`config.mk`:
```
export PLATFORM = sky130hd
export DESIGN_NAME = trial_division_prime_classifier
export DESIGN_NICKNAME = d
export VERILOG_FILES = /design/src/sv/tdpc_pkg.sv /design/src/sv/tdpc_datapath.sv /design/src/sv/tdpc_controller.sv /design/src/sv/trial_division_prime_classifier.sv
export SDC_FILE = /design/constraint.sdc
export NUM_CORES = 1
export LEC_CHECK = 0
export BUFFER_PORTS_ARGS = -buffer_cell sky130_fd_sc_hd__buf_2
export CAP_MARGIN = 20
export CORE_UTILIZATION = 60
export DETAILED_ROUTE_END_ITERATION = 8
export PLACE_DENSITY_LB_ADDON = 0.15
export SYNTH_ARGS = -nofsm -noshare
export SYNTH_HDL_FRONTEND = slang
export SYNTH_HIERARCHICAL = 1
export SYNTH_SLANG_ARGS = --single-unit
export TNS_END_PERCENT = 1
```
`constraint.sdc`:
```
create_clock -name clk -period 3.81 [get_ports clk]
set_input_delay 0.5715 -clock clk [delete_from_list [all_inputs] [get_ports clk]]
set_output_delay 0.5715 -clock clk [all_outputs]
set_load 0.01 [all_outputs]
```
`src/sv/tdpc_pkg.sv`:
```
`timescale 1ns / 1ps
// ----------------------------------------------------------------------------
// tdpc_pkg
// Shared types and constants for the trial division prime classifier.
// ----------------------------------------------------------------------------
package tdpc_pkg;

  localparam int VALUE_WIDTH = 16;
  // Bit counter for the restoring remainder loop.
  localparam int CNT_W       = $clog2(VALUE_WIDTH);
  // Running square of the divisor; it can pass the value by a little.
  localparam int SQ_W        = VALUE_WIDTH + 2;

  typedef enum logic [1:0] {
    CLASS_NEITHER   = 2'd0,
    CLASS_PRIME     = 2'd1,
    CLASS_COMPOSITE = 2'd2
  } class_t;

  typedef enum logic [2:0] {
    S_IDLE,
    S_CHECK,
    S_DIV,
    S_TEST,
    S_DONE
  } state_t;

  typedef struct packed {
    logic   load;      // take a new value, divisor back to two
    logic   init_div;  // start one remainder computation
    logic   div_step;  // one restoring step
    logic   next_div;  // advance to the next candidate
    logic   capture;   // write the result register
    class_t verdict;
  } tdpc_cmd_t;

  typedef struct packed {
    logic lt2;       // value is 0 or 1
    logic sq_gt_n;   // divisor squared exceeds the value
    logic div_last;  // last remainder step in progress
    logic rem_zero;  // remainder is zero
  } tdpc_status_t;

endpackage

```
`src/sv/tdpc_datapath.sv`:
```
`timescale 1ns / 1ps
// ----------------------------------------------------------------------------
// tdpc_datapath
// Held value, candidate divisor with its running square, a one bit per
// cycle restoring remainder unit, and the result register.
// ----------------------------------------------------------------------------
module tdpc_datapath (
  input  logic                                clk,
  input  logic [tdpc_pkg::VALUE_WIDTH-1:0]    value,
  input  tdpc_pkg::tdpc_cmd_t                 cmd,
  output tdpc_pkg::tdpc_status_t              status,
  output logic [1:0]                          number_class,
  output logic [tdpc_pkg::VALUE_WIDTH-1:0]    echoed_value
);

  localparam int W = tdpc_pkg::VALUE_WIDTH;

  logic [W-1:0]                  held_value;
  logic [W-1:0]                  trial_divisor;
  logic [tdpc_pkg::SQ_W-1:0]     trial_square;
  logic [W-1:0]                  rem;
  logic [W-1:0]                  dividend;
  logic [tdpc_pkg::CNT_W-1:0]    bit_cnt;
  tdpc_pkg::class_t              class_q;

  logic [W:0]                    rem_shift;
  logic [W:0]                    rem_sub;
  logic                          rem_ge;

  assign rem_shift = {rem, dividend[W-1]};
  assign rem_sub   = rem_shift - {1'b0, trial_divisor};
  assign rem_ge    = rem_shift >= {1'b0, trial_divisor};

  always_ff @(posedge clk) begin
    if (cmd.load) begin
      held_value    <= value;
      trial_divisor <= W'(2);
      trial_square  <= tdpc_pkg::SQ_W'(4);
    end else if (cmd.next_div) begin
      trial_divisor <= trial_divisor + W'(1);
      // (d+1)^2 = d^2 + 2d + 1
      trial_square  <= trial_square + {1'b0, trial_divisor, 1'b1};
    end
    if (cmd.init_div) begin
      rem      <= '0;
      dividend <= held_value;
      bit_cnt  <= tdpc_pkg::CNT_W'(W - 1);
    end else if (cmd.div_step) begin
      rem      <= rem_ge ? rem_sub[W-1:0] : rem_shift[W-1:0];
      dividend <= {dividend[W-2:0], 1'b0};
      bit_cnt  <= bit_cnt - tdpc_pkg::CNT_W'(1);
    end
    if (cmd.capture) begin
      class_q      <= cmd.verdict;
      echoed_value <= held_value;
    end
  end

  assign number_class    = class_q;
  assign status.lt2      = (held_value[W-1:1] == '0);
  assign status.sq_gt_n  = trial_square > {2'b00, held_value};
  assign status.div_last = (bit_cnt == '0);
  assign status.rem_zero = (rem == '0);

endmodule

```
`src/sv/tdpc_controller.sv`:
```
`timescale 1ns / 1ps
// ----------------------------------------------------------------------------
// tdpc_controller
// Sequencer for the trial loop, verdict register and output valid flag.
// ----------------------------------------------------------------------------
module tdpc_controller (
  input  logic                   clk,
  input  logic                   rst,
  input  logic                   in_valid,
  output logic                   in_stall,
  output logic                   out_valid,
  input  logic                   out_stall,
  input  tdpc_pkg::tdpc_status_t status,
  output tdpc_pkg::tdpc_cmd_t    cmd
);

  tdpc_pkg::state_t state, state_next;
  tdpc_pkg::class_t verdict, verdict_next;
  logic             out_free;

  assign out_free = !out_valid || !out_stall;

  always_ff @(posedge clk) begin
    if (rst) begin
      state     <= tdpc_pkg::S_IDLE;
      verdict   <= tdpc_pkg::CLASS_NEITHER;
      out_valid <= 1'b0;
    end else begin
      state   <= state_next;
      verdict <= verdict_next;
      if (cmd.capture) begin
        out_valid <= 1'b1;
      end else if (!out_stall) begin
        out_valid <= 1'b0;
      end
    end
  end

  always_comb begin
    state_next   = state;
    verdict_next = verdict;
    unique case (state)
      tdpc_pkg::S_IDLE: begin
        if (in_valid) state_next = tdpc_pkg::S_CHECK;
      end
      tdpc_pkg::S_CHECK: begin
        priority if (status.lt2) begin
          verdict_next = tdpc_pkg::CLASS_NEITHER;
          state_next   = tdpc_pkg::S_DONE;
        end else if (status.sq_gt_n) begin
          verdict_next = tdpc_pkg::CLASS_PRIME;
          state_next   = tdpc_pkg::S_DONE;
        end else begin
          state_next   = tdpc_pkg::S_DIV;
        end
      end
      tdpc_pkg::S_DIV: begin
        if (status.div_last) state_next = tdpc_pkg::S_TEST;
      end
      tdpc_pkg::S_TEST: begin
        if (status.rem_zero) begin
          verdict_next = tdpc_pkg::CLASS_COMPOSITE;
          state_next   = tdpc_pkg::S_DONE;
        end else begin
          state_next   = tdpc_pkg::S_CHECK;
        end
      end
      tdpc_pkg::S_DONE: begin
        if (out_free) state_next = tdpc_pkg::S_IDLE;
      end
      default: state_next = tdpc_pkg::S_IDLE;
    endcase
  end

  always_comb begin
    cmd         = '0;
    cmd.verdict = verdict;
    in_stall    = 1'b1;
    unique case (state)
      tdpc_pkg::S_IDLE: begin
        in_stall = 1'b0;
        cmd.load = in_valid;
      end
      tdpc_pkg::S_CHECK: begin
        cmd.init_div = !status.lt2 && !status.sq_gt_n;
      end
      tdpc_pkg::S_DIV:  cmd.div_step = 1'b1;
      tdpc_pkg::S_TEST: cmd.next_div = !status.rem_zero;
      tdpc_pkg::S_DONE: cmd.capture  = out_free;
      default: ;
    endcase
  end

endmodule

```
`src/sv/trial_division_prime_classifier.sv`:
```
`timescale 1ns / 1ps
// ----------------------------------------------------------------------------
// trial_division_prime_classifier
// Classifies an unsigned integer as neither, prime or composite.
// ----------------------------------------------------------------------------
// Usage:
//   Input channel (in_valid / in_stall, value): one transfer per integer.
//   Output channel (out_valid / out_stall, number_class, echoed_value): one
//   transfer per input, in input order. number_class is 0 for 0 and 1,
//   1 for a prime, 2 for a composite; echoed_value is the classified value.
//   Operation: candidates d = 2, 3, ... are tried while d*d <= value; the
//   square is kept incrementally, so no multiplier is needed. Each trial
//   computes value mod d in a restoring remainder unit, one bit per cycle.
//   Sequence: each trial passes through the check state, the remainder
//   steps and the test state. A 16-bit prime near 65535 takes 254 trials;
//   0 to 3 are decided in the check state with no trial.
//   Throughput: one item at a time; in_stall is low only when idle, which
//   is the cycle after the result is registered.
//   A finished result sits in the output register; while the receiver stalls,
//   it is held, and the next item is taken but its result waits in the done state.
//   Reset (rst, synchronous): returns to idle and drops out_valid.
// ----------------------------------------------------------------------------
module trial_division_prime_classifier (
  input  logic                             clk,
  input  logic                             rst,
  input  logic                             in_valid,
  output logic                             in_stall,
  input  logic [tdpc_pkg::VALUE_WIDTH-1:0] value,
  output logic                             out_valid,
  input  logic                             out_stall,
  output logic [1:0]                       number_class,
  output logic [tdpc_pkg::VALUE_WIDTH-1:0] echoed_value
);

  tdpc_pkg::tdpc_cmd_t    cmd;
  tdpc_pkg::tdpc_status_t status;

  // Sequencer: walks CHECK -> DIV -> TEST per candidate.
  tdpc_controller u_ctrl (
    .clk       (clk),
    .rst       (rst),
    .in_valid  (in_valid),
    .in_stall  (in_stall),
    .out_valid (out_valid),
    .out_stall (out_stall),
    .status    (status),
    .cmd       (cmd)
  );

  // Value, divisor, square, remainder unit and result register.
  tdpc_datapath u_dp (
    .clk          (clk),
    .value        (value),
    .cmd          (cmd),
    .status       (status),
    .number_class (number_class),
    .echoed_value (echoed_value)
  );

endmodule

```
==> metrics.txt <==
# TYPE chip_impl_metric gauge
chip_impl_metric{name="timing.max_cap.violations",unit=""} 0
chip_impl_metric{name="seqPwrFrac",unit=""} 0.373
chip_impl_metric{name="drc_errors",unit=""} 0
chip_impl_metric{name="yosys.area.top_type_share",unit=""} 0.238
chip_impl_metric{name="cts_hold_repair.buffers",unit=""} 0
chip_impl_metric{name="reg2reg_depth",unit=""} 14
chip_impl_metric{name="ioPinCount",unit=""} 40
chip_impl_metric{name="switching_share",unit=""} 0.374
chip_impl_metric{name="syn_area_per_cell",unit="um^2"} 9.98
chip_impl_metric{name="post-layout-total-power",unit="W"} 0.00425
chip_impl_metric{name="via_count_of_the_first_global_routing_pass",unit=""} 4647
chip_impl_metric{name="postRouteAntennaNets",unit=""} 0
chip_impl_metric{name="finish.net_count",unit=""} 742
chip_impl_metric{name="yosys_warnings",unit=""} 6
chip_impl_metric{name="timing.final.crit_period",unit="ns"} 3.47
chip_impl_metric{name="gr-total-overflow",unit=""} 0
chip_impl_metric{name="worst_ep_required_time",unit="ns"} 3.95
chip_impl_metric{name="std_cell_core_area",unit="um^2"} 10200
chip_impl_metric{name="fp-row-count",unit=""} 37
chip_impl_metric{name="synth_seq_area_share",unit=""} 0.429
chip_impl_metric{name="cp.depth",unit=""} 14
chip_impl_metric{name="placement.io_buffers",unit=""} 39
chip_impl_metric{name="initial_antenna_violation_count",unit=""} 0
chip_impl_info{name="postSynth.topFlopCell",value="dfxtp_1"} 1
chip_impl_metric{name="crit_path_max_fanout",unit=""} 13
chip_impl_metric{name="clockBufferDepth",unit=""} 2
chip_impl_metric{name="worstSkewPairLatency",unit="ns"} 0.39
chip_impl_metric{name="share_of_cells_above_drive_strength_1",unit=""} 0.157
chip_impl_metric{name="number_of_distinct_standard_cells_referenced_by_the_synthesized_netlist",unit=""} 73
chip_impl_metric{name="chipHeight",unit="um"} 104
chip_impl_metric{name="gpl_congestion",unit=""} 0.888
chip_impl_metric{name="die-area",unit="um^2"} 10900
chip_impl_metric{name="yosys_register_bits",unit=""} 110
chip_impl_metric{name="vias",unit=""} 4702
chip_impl_info{name="whs_endpoint",value="u_dp/held_value[2]"} 1
chip_impl_metric{name="ir_drop",unit="mV"} 0.501
chip_impl_metric{name="worst-endpoint-arrival",unit="ns"} 3.62
chip_impl_metric{name="crit_path_max_cell_delay",unit="ns"} 0.39
chip_impl_metric{name="relSlewSlack",unit=""} 0.619
chip_impl_metric{name="post_synth_net_total",unit=""} 703
chip_impl_metric{name="synth-edff-count",unit=""} 50
chip_impl_info{name="endpoint_kind",value="flip-flop"} 1
chip_impl_metric{name="fraction_of_power_consumed_by_the_clock_network",unit=""} 0.185
chip_impl_metric{name="routed_wire_length_per_instance",unit="um"} 16.0
chip_impl_metric{name="setup_viol",unit=""} 0
chip_impl_metric{name="comb_power_share",unit=""} 0.442
chip_impl_metric{name="grt_max_degree",unit=""} 30
chip_impl_info{name="rr_startpoint",value="u_dp/held_value[1]"} 1
chip_impl_metric{name="worst_setup_hold_path_clk_slew",unit="ns"} 0.10
chip_impl_metric{name="dpl_cell_area",unit="um^2"} 6650
chip_impl_info{name="worstPathCellList",value="inv_1 -> ha_1 -> nor2b_1 -> o21a_1 -> o21a_1 -> o21a_1 -> o21ai_0 -> a21oi_1 -> o31ai_1 -> a31oi_1 -> nor3_2 -> and2b_1 -> buf_12 -> mux2_2"} 1
chip_impl_metric{name="path_buf_inv",unit=""} 2
chip_impl_info{name="hold_path_class",value="input port to flip-flop"} 1
chip_impl_metric{name="syn-cell-area",unit="um^2"} 6300
chip_impl_metric{name="starting_density",unit=""} 0.616
chip_impl_info{name="worst_path_max_delay_cell",value="edfxtp_1"} 1
chip_impl_info{name="tritoncts",value="done"} 1
chip_impl_info{name="outcome",value="finished, final reports clean"} 1
chip_impl_info{name="cp_top_family",value="compound AO/OA/AOI/OAI gates"} 1
chip_impl_metric{name="antenna_cells_inserted",unit=""} 0
chip_impl_info{name="grt.busiest_layer",value="met2"} 1
chip_impl_metric{name="viasPerCell",unit=""} 5.80
chip_impl_metric{name="synthArstFlopShare",unit=""} 0
chip_impl_metric{name="worstMarginPinSlew",unit="ns"} 0.572
chip_impl_info{name="timing.critical_path.mode_cell",value="o21a_1"} 1
chip_impl_metric{name="dp.final_hpwl",unit="um"} 9770
chip_impl_info{name="cts_root_buf",value="clkbuf_8"} 1
chip_impl_metric{name="worst-r2r-setup-slack",unit="ns"} 0.34
chip_impl_metric{name="grt_use_total",unit=""} 0.258
chip_impl_metric{name="fin_worst_skew",unit="ns"} 0.0171
chip_impl_metric{name="final.period_utilization",unit=""} 0.912
chip_impl_metric{name="cellPowerDensity",unit="nW/um^2"} 618
chip_impl_metric{name="cts_made_buffers",unit=""} 9
chip_impl_metric{name="final-max-slew-violation-count",unit=""} 0
chip_impl_metric{name="clk_sink_count",unit=""} 110
chip_impl_info{name="r2r_end",value="u_dp/dividend[12]"} 1
chip_impl_info{name="hp-start",value="value[2]"} 1
chip_impl_metric{name="final_instance_area",unit="um^2"} 6880
chip_impl_metric{name="grt_use_met3",unit=""} 0.0357
chip_impl_info{name="critical_path.startpoint_type",value="flip-flop"} 1
chip_impl_metric{name="fmax",unit="GHz"} 0.288
chip_impl_metric{name="gr-usage-met2",unit=""} 0.429
chip_impl_metric{name="hold_violations",unit=""} 0
chip_impl_info{name="ys_top_cells_by_area",value="edfxtp_1, dfxtp_1, ha_1, nor2_1, xnor2_1"} 1
chip_impl_metric{name="syn_inst",unit=""} 631
chip_impl_metric{name="leakagePower",unit="nW"} 2.77
chip_impl_metric{name="syn_to_final_growth",unit="%"} 9.26
chip_impl_info{name="synth_area_leader_cell",value="edfxtp_1"} 1
chip_impl_metric{name="die_w",unit="um"} 104
chip_impl_metric{name="net-switching-power",unit="W"} 0.00159
chip_impl_metric{name="timing.hold.worst_path_depth",unit=""} 1
chip_impl_metric{name="detail_route.wirelength",unit="um"} 13000
chip_impl_metric{name="internal_power",unit="W"} 0.00266
chip_impl_metric{name="final_setup_tns",unit="ns"} 0
chip_impl_metric{name="grt_pass1_wl",unit="um"} 22200
chip_impl_metric{name="grtUsageMet1",unit=""} 0.332
chip_impl_metric{name="drt_first_pass_iters",unit=""} 5
chip_impl_metric{name="clock_tree.htree_level_count",unit=""} 3
chip_impl_info{name="grt_setup_unrepaired",value="no"} 1
chip_impl_metric{name="violation_count_after_the_first_detailed_routing_iteration",unit=""} 267
chip_impl_info{name="critical_path_class",value="flip-flop to flip-flop"} 1
==> worst max-delay path by stage <==
stage | start | to | slack [ns]
CTS | u_dp/held_value[1] | u_dp/dividend[12] | 0.23
detailed placement | u_dp/held_value[1] | u_dp/dividend[7] | 0.27
global route | u_dp/held_value[1] | u_dp/dividend[3] | 0.08
floorplan | u_dp/held_value[1] | u_dp/dividend[15] | 0.60
global placement | u_dp/held_value[1] | u_dp/dividend[2] | 0.37
finish | u_dp/held_value[1] | u_dp/dividend[12] | 0.34
==> cell usage in the layout, fill, tap and decap left out, drive strengths merged, types with 6 or more instances in the layout <==
cell type  instances
nor2b              7
mux2i             19
nand3             10
o21ai             27
nand2b             8
and3               6
xnor2             27
nor4              11
edfxtp            50
ha                50
nor3              11
nor2              66
or3                6
clkbuf             9
inv               47
a21oi             45
nand4              9
o21bai             6
nand2             38
buf               48
dfxtp             60
xor2              11
a211oi            13
a21o              12
mux2              17
==> per-layer routing <==
metal	vias up	share of wire	wire length, um
met4	0	0.024	314
met5	-	0	0
met3	23	0.044	571
met1	2198	0.46	5970
met2	116	0.47	6130
li1	2365	-	-
==> state kept, by name, indices dropped and copies added (netlist names) <==
signal	count
u_ctrl/state	3
u_dp/trial_square	18
u_dp/bit_cnt	4
u_ctrl/verdict	2
u_dp/echoed_value	16
u_dp/number_class	2
u_dp/rem	16
u_dp/trial_divisor	16
u_dp/held_value	16
u_dp/dividend	16
u_ctrl/out_valid	1
==> worst register-to-register path: cells and delay by family (launching register included) <==
kind / cells / cell delay, ns
compound gates: 7 / 1.25
simple gates: 3 / 0.71
flops: 1 / 0.39
mux: 1 / 0.34
fa+ha+maj: 1 / 0.30
buf+inv: 2 / 0.24
==> power by group through the flow <==
stage	combinational [W]	sequential [W]	clock, W
3_5_place_dp	0.00186	0.00161	0
2_1_floorplan	0.00155	0.00155	0
5_1_grt	0.00210	0.00161	0.000852
3_3_place_gp	0.00181	0.00160	0
4_1_cts	0.00187	0.00158	0.000813
6_report	0.00188	0.00158	0.000788
==> timing repair <==
item	in CTS	in global routing
buffers inserted	0	0
endpoints found under the hold margin	0	0
endpoints found under the setup margin	0	1
resized for setup	0	2
==> stage by stage <==
step | hold WS [ns] | std cells | setup slack (ns) | utilization
after global placement | 0.434 | 795 | 0.374 | 0.650
after global routing | 0.348 | 811 | 0.0805 | 0.673
after floorplan | 0.408 | 631 | 0.598 | -
final | 0.356 | 811 | 0.335 | 0.673
after CTS | 0.336 | 811 | 0.235 | 0.672
after detailed placement | 0.433 | 795 | 0.267 | 0.650
==> final cells by class <==
| class | instances | area (um^2) |
|---|---|---|
| fill | 796 | 3350 |
| sequential | 110 | 2700 |
| timing repair buffer | 48 | 279 |
| inverter | 44 | 165 |
| multi-input combinational | 457 | 3340 |
| tap | 136 | 170 |
| clock buffer | 9 | 124 |
| clock inverter | 7 | 103 |
==> Yosys cell counts (4+ instances only) <==
library cell  number
nor2_1            66
dfxtp_1           60
edfxtp_1          50
ha_1              50
inv_1             44
a21oi_1           41
nand2_1           38
xnor2_1           27
o21ai_0           22
mux2i_1           19
mux2_2            15
clkbuf_1          13
a211oi_1          12
nor3_1            11
xor2_1            11
a21o_1            10
nand3_1           10
nor4_1            10
nand4_1            8
nand2b_1           7
nor2b_1            7
and3_1             5
o211ai_1           5
o21a_1             5
o21bai_1           5
or3_1              5
a21oi_2            4
==> kinds of logic (layout without fill, tap and decap cells) <==
| group | count (synthesis) | in the layout | synth area share |
|---|---|---|---|
| xor+xnor | 38 | 38 | 0.0528 |
| compound gates | 136 | 136 | 0.150 |
| fa+ha+maj | 52 | 52 | 0.106 |
| flops | 110 | 110 | 0.429 |
| simple gates | 195 | 195 | 0.159 |
| mux | 36 | 36 | 0.0606 |
| buf+inv | 64 | 108 | 0.0433 |
Power figures use the tool's default switching activity.
